$ cat src/hw/rtl/ukst_pkg.sv
`timescale 1ns / 1ps
`default_nettype none
// ----------------------------------------------------------------------------
// Unordered key set table package
// Sizes, field layouts and request and status codes shared by the table
// and its testbench.
// ----------------------------------------------------------------------------
package ukst_pkg;

  localparam int CAPACITY  = 128;
  localparam int KEY_WIDTH = 32;

  localparam int ADDR_W  = $clog2(CAPACITY);
  localparam int COUNT_W = $clog2(CAPACITY + 1);

  localparam int MODE_W   = 2;
  localparam int KEY_W    = 32;
  localparam int STATUS_W = 3;
  localparam int POS_W    = 7;
  localparam int ENTRY_W  = 8;

  localparam int IN_TDATA_W  = ((MODE_W + KEY_W + 7) / 8) * 8;
  localparam int OUT_FIELD_W = STATUS_W + POS_W + ENTRY_W;
  localparam int OUT_TDATA_W = ((OUT_FIELD_W + 7) / 8) * 8;

  localparam logic [MODE_W-1:0] MODE_SEARCH = 2'd0;
  localparam logic [MODE_W-1:0] MODE_INSERT = 2'd1;
  localparam logic [MODE_W-1:0] MODE_DELETE = 2'd2;

  localparam logic [STATUS_W-1:0] ST_OK      = 3'd0;
  localparam logic [STATUS_W-1:0] ST_FULL    = 3'd1;
  localparam logic [STATUS_W-1:0] ST_EMPTY   = 3'd2;
  localparam logic [STATUS_W-1:0] ST_DUP     = 3'd3;
  localparam logic [STATUS_W-1:0] ST_MISSING = 3'd4;

  typedef enum logic [3:0] {
    S_IDLE   = 4'b0001,
    S_SCAN   = 4'b0010,
    S_SHIFT  = 4'b0100,
    S_FINISH = 4'b1000
  } state_t;

endpackage
`default_nettype wire

$ cat src/hw/rtl/ukst_ram.sv
`timescale 1ns / 1ps
`default_nettype none
// ----------------------------------------------------------------------------
// Generic simple dual-port RAM
// One write port and one read port with registered read data.
// ----------------------------------------------------------------------------
module ukst_ram #(
  parameter int WIDTH = 32,
  parameter int DEPTH = 128
) (
  input  wire logic                     clk,
  input  wire logic                     wr_en,
  input  wire logic [$clog2(DEPTH)-1:0] wr_addr,
  input  wire logic [WIDTH-1:0]         wr_data,
  input  wire logic                     rd_en,
  input  wire logic [$clog2(DEPTH)-1:0] rd_addr,
  output logic      [WIDTH-1:0]         rd_data
);

  logic [WIDTH-1:0] mem [DEPTH];

  always_ff @(posedge clk) begin
    if (wr_en) begin
      mem[wr_addr] <= wr_data;
    end
    if (rd_en) begin
      rd_data <= mem[rd_addr];
    end
  end

endmodule
`default_nettype wire

$ cat src/hw/rtl/unordered_key_set_table.sv
`timescale 1ns / 1ps
`default_nettype none
// The table takes one item at a time; full or empty rejections skip the scan. The next
// item is accepted the cycle after the result is registered, and the result register can
// stall while the result side holds out_tready low.
// Throughput is set by the single key memory port pair, scanned one entry per cycle.
// Reset clears the entry count and all handshake state; the key memory is not cleared.
// ----------------------------------------------------------------------------
// Unordered key set table
// Linear-search set of distinct keys kept densely in arrival order, with
// search, insert and delete-with-compaction under a small sequencer.
// ----------------------------------------------------------------------------
module unordered_key_set_table
  import ukst_pkg::*;
(
  input  wire logic                   clk,
  input  wire logic                   rst_n,
  input  wire logic                   in_tvalid,
  output logic                        in_tready,
  input  wire logic [IN_TDATA_W-1:0]  in_tdata,   // mode [1:0], key [33:2]
  output logic                        out_tvalid,
  input  wire logic                   out_tready,
  output logic      [OUT_TDATA_W-1:0] out_tdata   // status [2:0], position [9:3],
                                                  // entry_count [17:10]
);

  state_t               state_r, state_nxt;
  logic [MODE_W-1:0]    mode_r, mode_nxt;
  logic [KEY_WIDTH-1:0] key_r, key_nxt;
  logic [COUNT_W-1:0]   count_r, count_nxt;
  logic [COUNT_W-1:0]   issue_r, issue_nxt;
  logic                 pend_r, pend_nxt;
  logic [ADDR_W-1:0]    pend_idx_r, pend_idx_nxt;
  logic [STATUS_W-1:0]  res_status_r, res_status_nxt;
  logic [ADDR_W-1:0]    res_pos_r, res_pos_nxt;
  logic                 out_valid_r, out_valid_nxt;
  logic [STATUS_W-1:0]  out_status_r, out_status_nxt;
  logic [POS_W-1:0]     out_pos_r, out_pos_nxt;
  logic [ENTRY_W-1:0]   out_count_r, out_count_nxt;

  logic                 ram_wr_en;
  logic [ADDR_W-1:0]    ram_wr_addr;
  logic [KEY_WIDTH-1:0] ram_wr_data;
  logic                 ram_rd_en;
  logic [KEY_WIDTH-1:0] ram_rd_data;
  logic                 hit;

  ukst_ram #(
    .WIDTH (KEY_WIDTH),
    .DEPTH (CAPACITY)
  ) u_key_store (
    .clk     (clk),
    .wr_en   (ram_wr_en),
    .wr_addr (ram_wr_addr),
    .wr_data (ram_wr_data),
    .rd_en   (ram_rd_en),
    .rd_addr (issue_r[ADDR_W-1:0]),
    .rd_data (ram_rd_data)
  );

  assign hit = pend_r && (ram_rd_data == key_r);

  always_comb begin
    state_nxt      = state_r;
    mode_nxt       = mode_r;
    key_nxt        = key_r;
    count_nxt      = count_r;
    issue_nxt      = issue_r;
    pend_nxt       = pend_r;
    pend_idx_nxt   = pend_idx_r;
    res_status_nxt = res_status_r;
    res_pos_nxt    = res_pos_r;
    out_valid_nxt  = out_valid_r && !out_tready;
    out_status_nxt = out_status_r;
    out_pos_nxt    = out_pos_r;
    out_count_nxt  = out_count_r;
    ram_wr_en      = 1'b0;
    ram_wr_addr    = count_r[ADDR_W-1:0];
    ram_wr_data    = key_r;
    ram_rd_en      = 1'b0;

    unique case (state_r)
      S_IDLE: begin
        if (in_tvalid) begin
          mode_nxt       = in_tdata[MODE_W-1:0];
          key_nxt        = in_tdata[MODE_W +: KEY_WIDTH];
          issue_nxt      = '0;
          pend_nxt       = 1'b0;
          res_pos_nxt    = '0;
          res_status_nxt = ST_OK;
          if (in_tdata[MODE_W-1:0] == MODE_INSERT &&
              count_r == COUNT_W'(CAPACITY)) begin
            res_status_nxt = ST_FULL;
            state_nxt      = S_FINISH;
          end else if (in_tdata[MODE_W-1:0] == MODE_DELETE && count_r == '0) begin
            res_status_nxt = ST_EMPTY;
            state_nxt      = S_FINISH;
          end else begin
            state_nxt = S_SCAN;
          end
        end
      end
      S_SCAN: begin
        if (hit) begin
          if (mode_r == MODE_INSERT) begin
            res_status_nxt = ST_DUP;
            state_nxt      = S_FINISH;
          end else if (mode_r == MODE_DELETE) begin
            res_pos_nxt = pend_idx_r;
            count_nxt   = count_r - 1'b1;
            issue_nxt   = COUNT_W'(pend_idx_r) + 1'b1;
            pend_nxt    = 1'b0;
            state_nxt   = S_SHIFT;
          end else begin
            res_pos_nxt = pend_idx_r;
            state_nxt   = S_FINISH;
          end
        end else if (issue_r < count_r) begin
          ram_rd_en    = 1'b1;
          pend_nxt     = 1'b1;
          pend_idx_nxt = issue_r[ADDR_W-1:0];
          issue_nxt    = issue_r + 1'b1;
        end else begin
          if (mode_r == MODE_INSERT) begin
            ram_wr_en   = 1'b1;
            res_pos_nxt = count_r[ADDR_W-1:0];
            count_nxt   = count_r + 1'b1;
          end else begin
            res_status_nxt = ST_MISSING;
          end
          state_nxt = S_FINISH;
        end
      end
      S_SHIFT: begin
        if (pend_r) begin
          ram_wr_en   = 1'b1;
          ram_wr_addr = pend_idx_r - 1'b1;
          ram_wr_data = ram_rd_data;
        end
        if (issue_r <= count_r) begin
          ram_rd_en    = 1'b1;
          pend_nxt     = 1'b1;
          pend_idx_nxt = issue_r[ADDR_W-1:0];
          issue_nxt    = issue_r + 1'b1;
        end else begin
          pend_nxt = 1'b0;
          if (!pend_r) begin
            state_nxt = S_FINISH;
          end
        end
      end
      S_FINISH: begin
        if (!out_valid_r || out_tready) begin
          out_valid_nxt  = 1'b1;
          out_status_nxt = res_status_r;
          out_pos_nxt    = POS_W'(res_pos_r);
          out_count_nxt  = ENTRY_W'(count_r);
          state_nxt      = S_IDLE;
        end
      end
      default: begin
        state_nxt = S_IDLE;
      end
    endcase
  end

  always_ff @(posedge clk) begin
    if (!rst_n) begin
      state_r     <= S_IDLE;
      count_r     <= '0;
      pend_r      <= 1'b0;
      out_valid_r <= 1'b0;
    end else begin
      state_r     <= state_nxt;
      count_r     <= count_nxt;
      pend_r      <= pend_nxt;
      out_valid_r <= out_valid_nxt;
    end
  end

  always_ff @(posedge clk) begin
    mode_r       <= mode_nxt;
    key_r        <= key_nxt;
    issue_r      <= issue_nxt;
    pend_idx_r   <= pend_idx_nxt;
    res_status_r <= res_status_nxt;
    res_pos_r    <= res_pos_nxt;
    out_status_r <= out_status_nxt;
    out_pos_r    <= out_pos_nxt;
    out_count_r  <= out_count_nxt;
  end

  assign in_tready  = (state_r == S_IDLE);
  assign out_tvalid = out_valid_r;
  assign out_tdata  = {(OUT_TDATA_W - OUT_FIELD_W)'(0), out_count_r, out_pos_r, out_status_r};

endmodule
`default_nettype wire

$ cat config.mk
export PLATFORM = sky130hd
export DESIGN_NAME = unordered_key_set_table
export DESIGN_NICKNAME = d
export VERILOG_FILES = /design/src/hw/rtl/ukst_pkg.sv /design/src/hw/rtl/ukst_ram.sv /design/src/hw/rtl/unordered_key_set_table.sv
export SDC_FILE = /design/constraint.sdc
export NUM_CORES = 2
export LEC_CHECK = 0
export BUFFER_PORTS_ARGS = -buffer_cell sky130_fd_sc_hd__buf_4
export CAP_MARGIN = 20
export CORE_ASPECT_RATIO = 1.5
export CORE_MARGIN = 2
export CORE_UTILIZATION = 50
export DETAILED_ROUTE_END_ITERATION = 7
export PLACE_DENSITY = 0.62
export SLEW_MARGIN = 20
export SYNTH_ARGS = -nofsm -noshare
export SYNTH_HDL_FRONTEND = slang
export SYNTH_HIERARCHICAL = 1
export SYNTH_SLANG_ARGS = --single-unit
$ cat constraint.sdc
create_clock -name clk -period 5.78 [get_ports clk]
set_clock_uncertainty 0.15 [all_clocks]
set_input_delay 1.156 -clock clk [delete_from_list [all_inputs] [get_ports clk]]
set_output_delay 1.156 -clock clk [all_outputs]
set_load 0.03 [all_outputs]
* After elaboration in Yosys (flattened, before gate mapping) *
Memories as Yosys holds them, arrays and structs flattened. A register that Yosys moved wholly into a read port is not among the register bits.
Index checks and enable logic that the tools add are counted.

storage, ports and cells
  bits in registers = 91
  bits in latches = 0
  bits in writable memories = 4096
  bits in read-only memories = 0
  input port bits = 44
  output and inout bits = 26
  word-level logic and storage cells = 133
  memories = 1

memory list
  name             depth  bits a word  read ports  clocked after Yosys merged registers in  write ports  line            RTL
  u_key_store.mem  128    32           1           1                                        1            ukst_ram.sv:20  logic [WIDTH-1:0] mem [DEPTH];

cells by class
  add/sub/neg operators = 5
  multipliers = 0
  div/mod/pow operators = 0
  $lt $le $gt $ge = 2
  eq/ne operators = 27
  shift operators = 0
  muxes and demuxes = 64
  bitwise logic cells = 0
  reductions and logical operators = 21

operators with widths
  operator                                          number
  2-to-1 mux 8 bit                                  11
  2-to-1 mux 7 bit                                  10
  2-to-1 mux 32 bit                                 2
  2-to-1 mux 4 bit                                  10
  == test 32 bit                                    1
  one-hot mux 7 bit (2 select lines)                2
  AND reduction 5 bit                               5
  one-hot mux 8 bit (3 select lines)                1
  inequality test 3 bit, second input constant      7
  inequality test 2 bit, second input constant      9
  adder 8 x 1 -> 8 bit, second input constant       2
  2-to-1 mux 1 bit                                  16
  one-hot mux 4 bit (4 select lines)                1
  2-to-1 mux 3 bit                                  5
  adder 7 x 1 -> 8 bit, second input constant       1
  == test 8 bit, second input constant              1
  <= comparator 8 bit                               1
  logical NOT 8 bit                                 1
  less-than comparator 8 bit                        1
  subtractor 8 x 1 -> 8 bit, second input constant  1
  subtractor 7 x 1 -> 7 bit, second input constant  1
  one-hot mux 3 bit (2 select lines)                1
  AND reduction 6 bit                               1
  nonzero test 2 bit                                3
  16 further kinds                                  25

* Logic depth before layout (Yosys ltp) *
  word-level depth = 7
  mapped depth = 14
  mapped depth without buffers = 14

* Cells and area by module *
The synthesis kept the hierarchy.

by module, submodules not included
  module                   instances  cells each  area an instance (um^2)  sequential area each (um^2)
  ukst_ram                 1          5990        156596.4                 123958.9
  unordered_key_set_table  1          442         5059.9                   2592.5

* Worst setup path before layout *
Ideal clock, no wire load.

  kind = flip-flop to flip-flop
  start point = register state_r[3]
  end point = memory u_key_store.mem[82][0], enable pin
  setup time = 461 ps
  arrival = 4660 ps
  required time = 5169 ps
  setup slack = 509 ps
  cell stages (with the launch flop) = 8
  buffers on the path = 1
  cell sequence = dfxtp_1 > nor4b_2 > nand2_1 > clkbuf_1 > o21ai_0 > nor2b_1 > nand3_1 > nor3_1

RTL lines
  element                   line                            RTL
  start: declaration        unordered_key_set_table.sv:27   state_t state_r, state_nxt;
  start signal: assignment  unordered_key_set_table.sv:174  state_r <= state_nxt;
  == test 4 x 3 -> 1 bit    unordered_key_set_table.sv:82   unique case (state_r)
  2-to-1 mux 7 bit          unordered_key_set_table.sv:82
  named net ram_wr_addr[4]  unordered_key_set_table.sv:42   logic [ADDR_W-1:0] ram_wr_addr;
  end: declaration          ukst_ram.sv:20

The timed path passes the listed nets, and every way through them passes these cells.

* Worst setup path in the final report *
  start point = register count_r[1]
  end point = memory u_key_store.mem[52][25], enable pin

between the ends
  word-level cells in the longest chain between the ends = 6

RTL lines
  element                                 line                            RTL
  start: declaration                      unordered_key_set_table.sv:30   logic [COUNT_W-1:0] count_r, count_nxt;
  start signal: assignment                unordered_key_set_table.sv:175  count_r <= count_nxt;
  less-than comparator 8 bit              unordered_key_set_table.sv:118  end else if (issue_r < count_r) begin
  2-to-1 mux 1 bit                        unordered_key_set_table.sv:118
  2-to-1 mux 1 bit                        unordered_key_set_table.sv:104  if (hit) begin
  one-hot mux 1 bit (2 select lines)      unordered_key_set_table.sv:82
  named net ram_wr_en                     unordered_key_set_table.sv:41   logic ram_wr_en;
  2-to-1 mux 1 bit                        ukst_ram.sv:23                  if (wr_en) begin
  2-to-1 mux 1 bit (not written as such)  ukst_ram.sv:24                  mem[wr_addr] <= wr_data;

The timed path passes the listed nets, and every way through them passes these cells.

==> run_results.csv <==
group,metric,value,unit
placed_design,port_buffers,57,
sta,timing.final.crit_share,89.47,%
critical_path,critPathLaunchType,"register",
floorplanning,die_x,468.3,um
global_route,grt_use_total,24.69,%
sta,holdWs,258.3,ps
global_route,grt_pass1_wl,565500,um
sta,finalSetupTns,0,ps
logic_synthesis,synthSimpleGateAreaFrac,0.8823,%
min_path,worst_hold_path_type,"reg -> reg",
routing,ant_nets,0,
clocking,clockBufferDepth,4,
logic_synthesis,synth.area.top_cells,"edfxtp_1 78%, mux4_2 19%, mux2_2 0.46%",
min_path,min_path_cells,0,
power_and_ir_drop,p_total,76.13,mW
logic_synthesis,ys_dominant_reg_cell,"edfxtp_1",
clocking,htree_levels,5,
critical_path,crit_fanout,13,
routing,vias_per_cell,6.403,
final_layout,area_growth,12.43,%
logic_synthesis,syn_avg_cell_area,25.13,um2
clocking,cts_tree,"yes",
power_and_ir_drop,ir_worst_vdd,0.0003188,V
placed_design,placed_cell_area,169400,um2
sta,fmax,193.4,MHz
run_status,status,"finished, final reports clean",
routing,wl_per_cell,35.41,um
routing,wirelength,402300,um
placed_design,gp_congestion,0.8601,
logic_synthesis,synth_top_family_by_area,"multiplexers",
sta,fin_crit,5171,ps
critical_path,slowest_delay,740,ps
critical_path,arrival,5590,ps
clocking,cts_sinks,4219,
sta,relSlewSlack,21.28,%
routing,via_count,72750,
critical_path,crit_buf_inv,2,
routing,drcViolationCount,0,
final_layout,final_cells,11360,
logic_synthesis,syn_inst,6432,
logic_synthesis,synth_top_cell_by_area,"edfxtp_1",
critical_path,cpMaxStageDelayCell,"nor2_4",
critical_path,critical_path.top_delay_family,"simple AND/OR/NAND/NOR gates",
placed_design,pre_cts_ws,766.2,ps
logic_synthesis,ys_types,57,
critical_path,required,6200,ps
routing,drt_first_iter_violations,8942,
critical_path,path_depth,11,
global_route,antenna_found_initial,34,
power_and_ir_drop,power_density,418.9,nW/um2
logic_synthesis,muxShareOfSynthArea,19.22,%
floorplanning,start_util,50.26,%
final_layout,finish.utilization,56.51,%
power_and_ir_drop,leakagePower,54.81,nW
final_layout,nNetsFinal,6861,
logic_synthesis,ys_ff_latch,4219,
logic_synthesis,netlist.area_leader.share,78.11,%
sta,tightest_slew,1181,ps
critical_path,crit_chain,"inv_1, ha_1, nor2b_1, o211ai_1, a21o_1, a21boi_0, a21o_1, nor2b_1, nand2_2, nor2_4, buf_4",
floorplanning,coreArea,321600,um2
routing,firstDrtPassIters,6,
logic_synthesis,synth_edf_count,4205,
logic_synthesis,synthArstFlopShare,0,%
sta,setup_viol,0,
logic_synthesis,synth-compound-area-share,0.2632,%
flow_run,maxCapViolCount,0,
sta,grt_setup_unrepaired,"no",
critical_path,rr_worst_depth,11,
clocking,clockRootBuffer,"clkbuf_16",
sta,finalHoldViolations,0,
clocking,cts.repair.resized,0,
final_layout,post-route-cell-area,181700,um2
placed_design,hpwlAfterDp,217900,um
clocking,clkLatencyLatePin,920,ps
logic_synthesis,yosysWarnings,6,
floorplanning,die_y,700.4,um
clocking,clkTransAtPathRegs,60,ps
logic_synthesis,synthAdderAreaFrac,0.1440,%
floorplanning,rows,255,
global_route,grt_pass1_vias,74510,
global_route,grt_max_degree,122,
final_layout,drive_gt1_share,33.98,%
logic_synthesis,synth_xor_area_share,0.2871,%
floorplanning,io_pins,70,
floorplanning,die-area,328000,um2
clocking,post_cts_buffers,0,
logic_synthesis,synth_area,161700,um2
critical_path,end_kind,"register",
sta,setup_ws,608.7,ps
logic_synthesis,synth_seq_area_share,78.28,%
clocking,numCtsBuffers,375,
placed_design,placedCellCount,10660,
global_route,globalRouteOverflowTotal,0,
clocking,ctsHoldBuffers,0,
critical_path,path_class,"reg -> reg",
sta,slew_viol_final,0,
final_layout,layout_common_cells,"4205 x edfxtp_1, 1344 x mux4_2, 389 x clkbuf_16, 294 x buf_4, 119 x nor2_4",
final_layout,mostFrequentLayoutCell,"edfxtp_1",
==> synth_stat cells (4+ instances only) <==
| library cell | count |
|---|---|
| clkbuf_1 | 197 |
| nor4_1 | 12 |
| buf_1 | 50 |
| nand2b_1 | 6 |
| a21boi_0 | 5 |
| xnor2_1 | 18 |
| nand3_1 | 29 |
| inv_1 | 15 |
| o22ai_1 | 8 |
| mux2_2 | 66 |
| nor3_1 | 15 |
| a21oi_1 | 17 |
| dfxtp_1 | 14 |
| a21o_1 | 6 |
| buf_4 | 9 |
| buf_2 | 79 |
| edfxtp_1 | 4205 |
| mux2i_1 | 6 |
| nand4_1 | 8 |
| or3_1 | 4 |
| xor2_1 | 35 |
| nor2_1 | 135 |
| ha_1 | 17 |
| mux4_2 | 1344 |
| nand2_1 | 57 |
| and3_1 | 4 |
| nor2b_1 | 14 |
| o21ai_0 | 16 |
==> path summary, 6_finish.rpt <==
path / from / endpoint / slack, ps
hold / removal: res_status_r[0]$_DFFE_PP_ / out_status_r[0]$_DFFE_PP_ / 260
setup reg to reg: count_r[1]$_SDFFE_PN0P_ / u_key_store/mem[52][25]$_DFFE_PP_ / 610
setup / recovery: count_r[1]$_SDFFE_PN0P_ / u_key_store/mem[52][25]$_DFFE_PP_ / 610
hold reg to reg: res_status_r[0]$_DFFE_PP_ / out_status_r[0]$_DFFE_PP_ / 260
==> report_power, final <==
| part | total (mW) | switching (mW) | internal [mW] |
|---|---|---|---|
| clock | 25.1 | 10.9 | 14.2 |
| combinational | 16.7 | 9.38 | 7.35 |
| sequential | 34.4 | 0.0567 | 34.3 |
==> final cells by class <==
class                           instances  area, um2
Sequential cell                      4219     126600
Fill cell                           23100     139900
Clock inverter                        212       2100
Tap cell                             4240       5305
Inverter                               15      56.30
Multi-Input combinational cell       1865      34830
Timing Repair Buffer                  323       2803
Clock buffer                          464      10050
Antenna cell                           23      57.56
==> flip-flops by register name (all words and copies together) (netlist names) <==
| name | flops |
|---|---|
| count_r | 8 |
| issue_r | 8 |
| key_r | 32 |
| mode_r | 2 |
| out_count_r | 8 |
| out_pos_r | 7 |
| out_status_r | 3 |
| out_tvalid | 1 |
| pend_idx_r | 7 |
| pend_r | 1 |
| res_pos_r | 7 |
| res_status_r | 3 |
| state_r | 4 |
| u_key_store/mem | 4096 |
| u_key_store/rd_data | 32 |
==> cell families (layout without fill, tap and decap cells) <==
family | after synthesis | in the layout
simple gates | 306 | 306
compound gates | 66 | 66
other cells | 1 | 29
mux | 1416 | 1416
buf+inv | 353 | 1014
flops | 4219 | 4219
xor+xnor | 53 | 53
fa+ha+maj | 18 | 18
==> layer usage <==
metal  global-route usage, %  part of all wire, %  vias to the layer above
met5                       0                    0                        -
met4                   7.788                  3.4                        0
met3                   3.923                  8.1                      531
met2                   40.32                   50                     3110
met1                   34.54                   39                    40370
li1                        -                    -                    28740
Note: power is estimated with default switching activity, not from simulation.
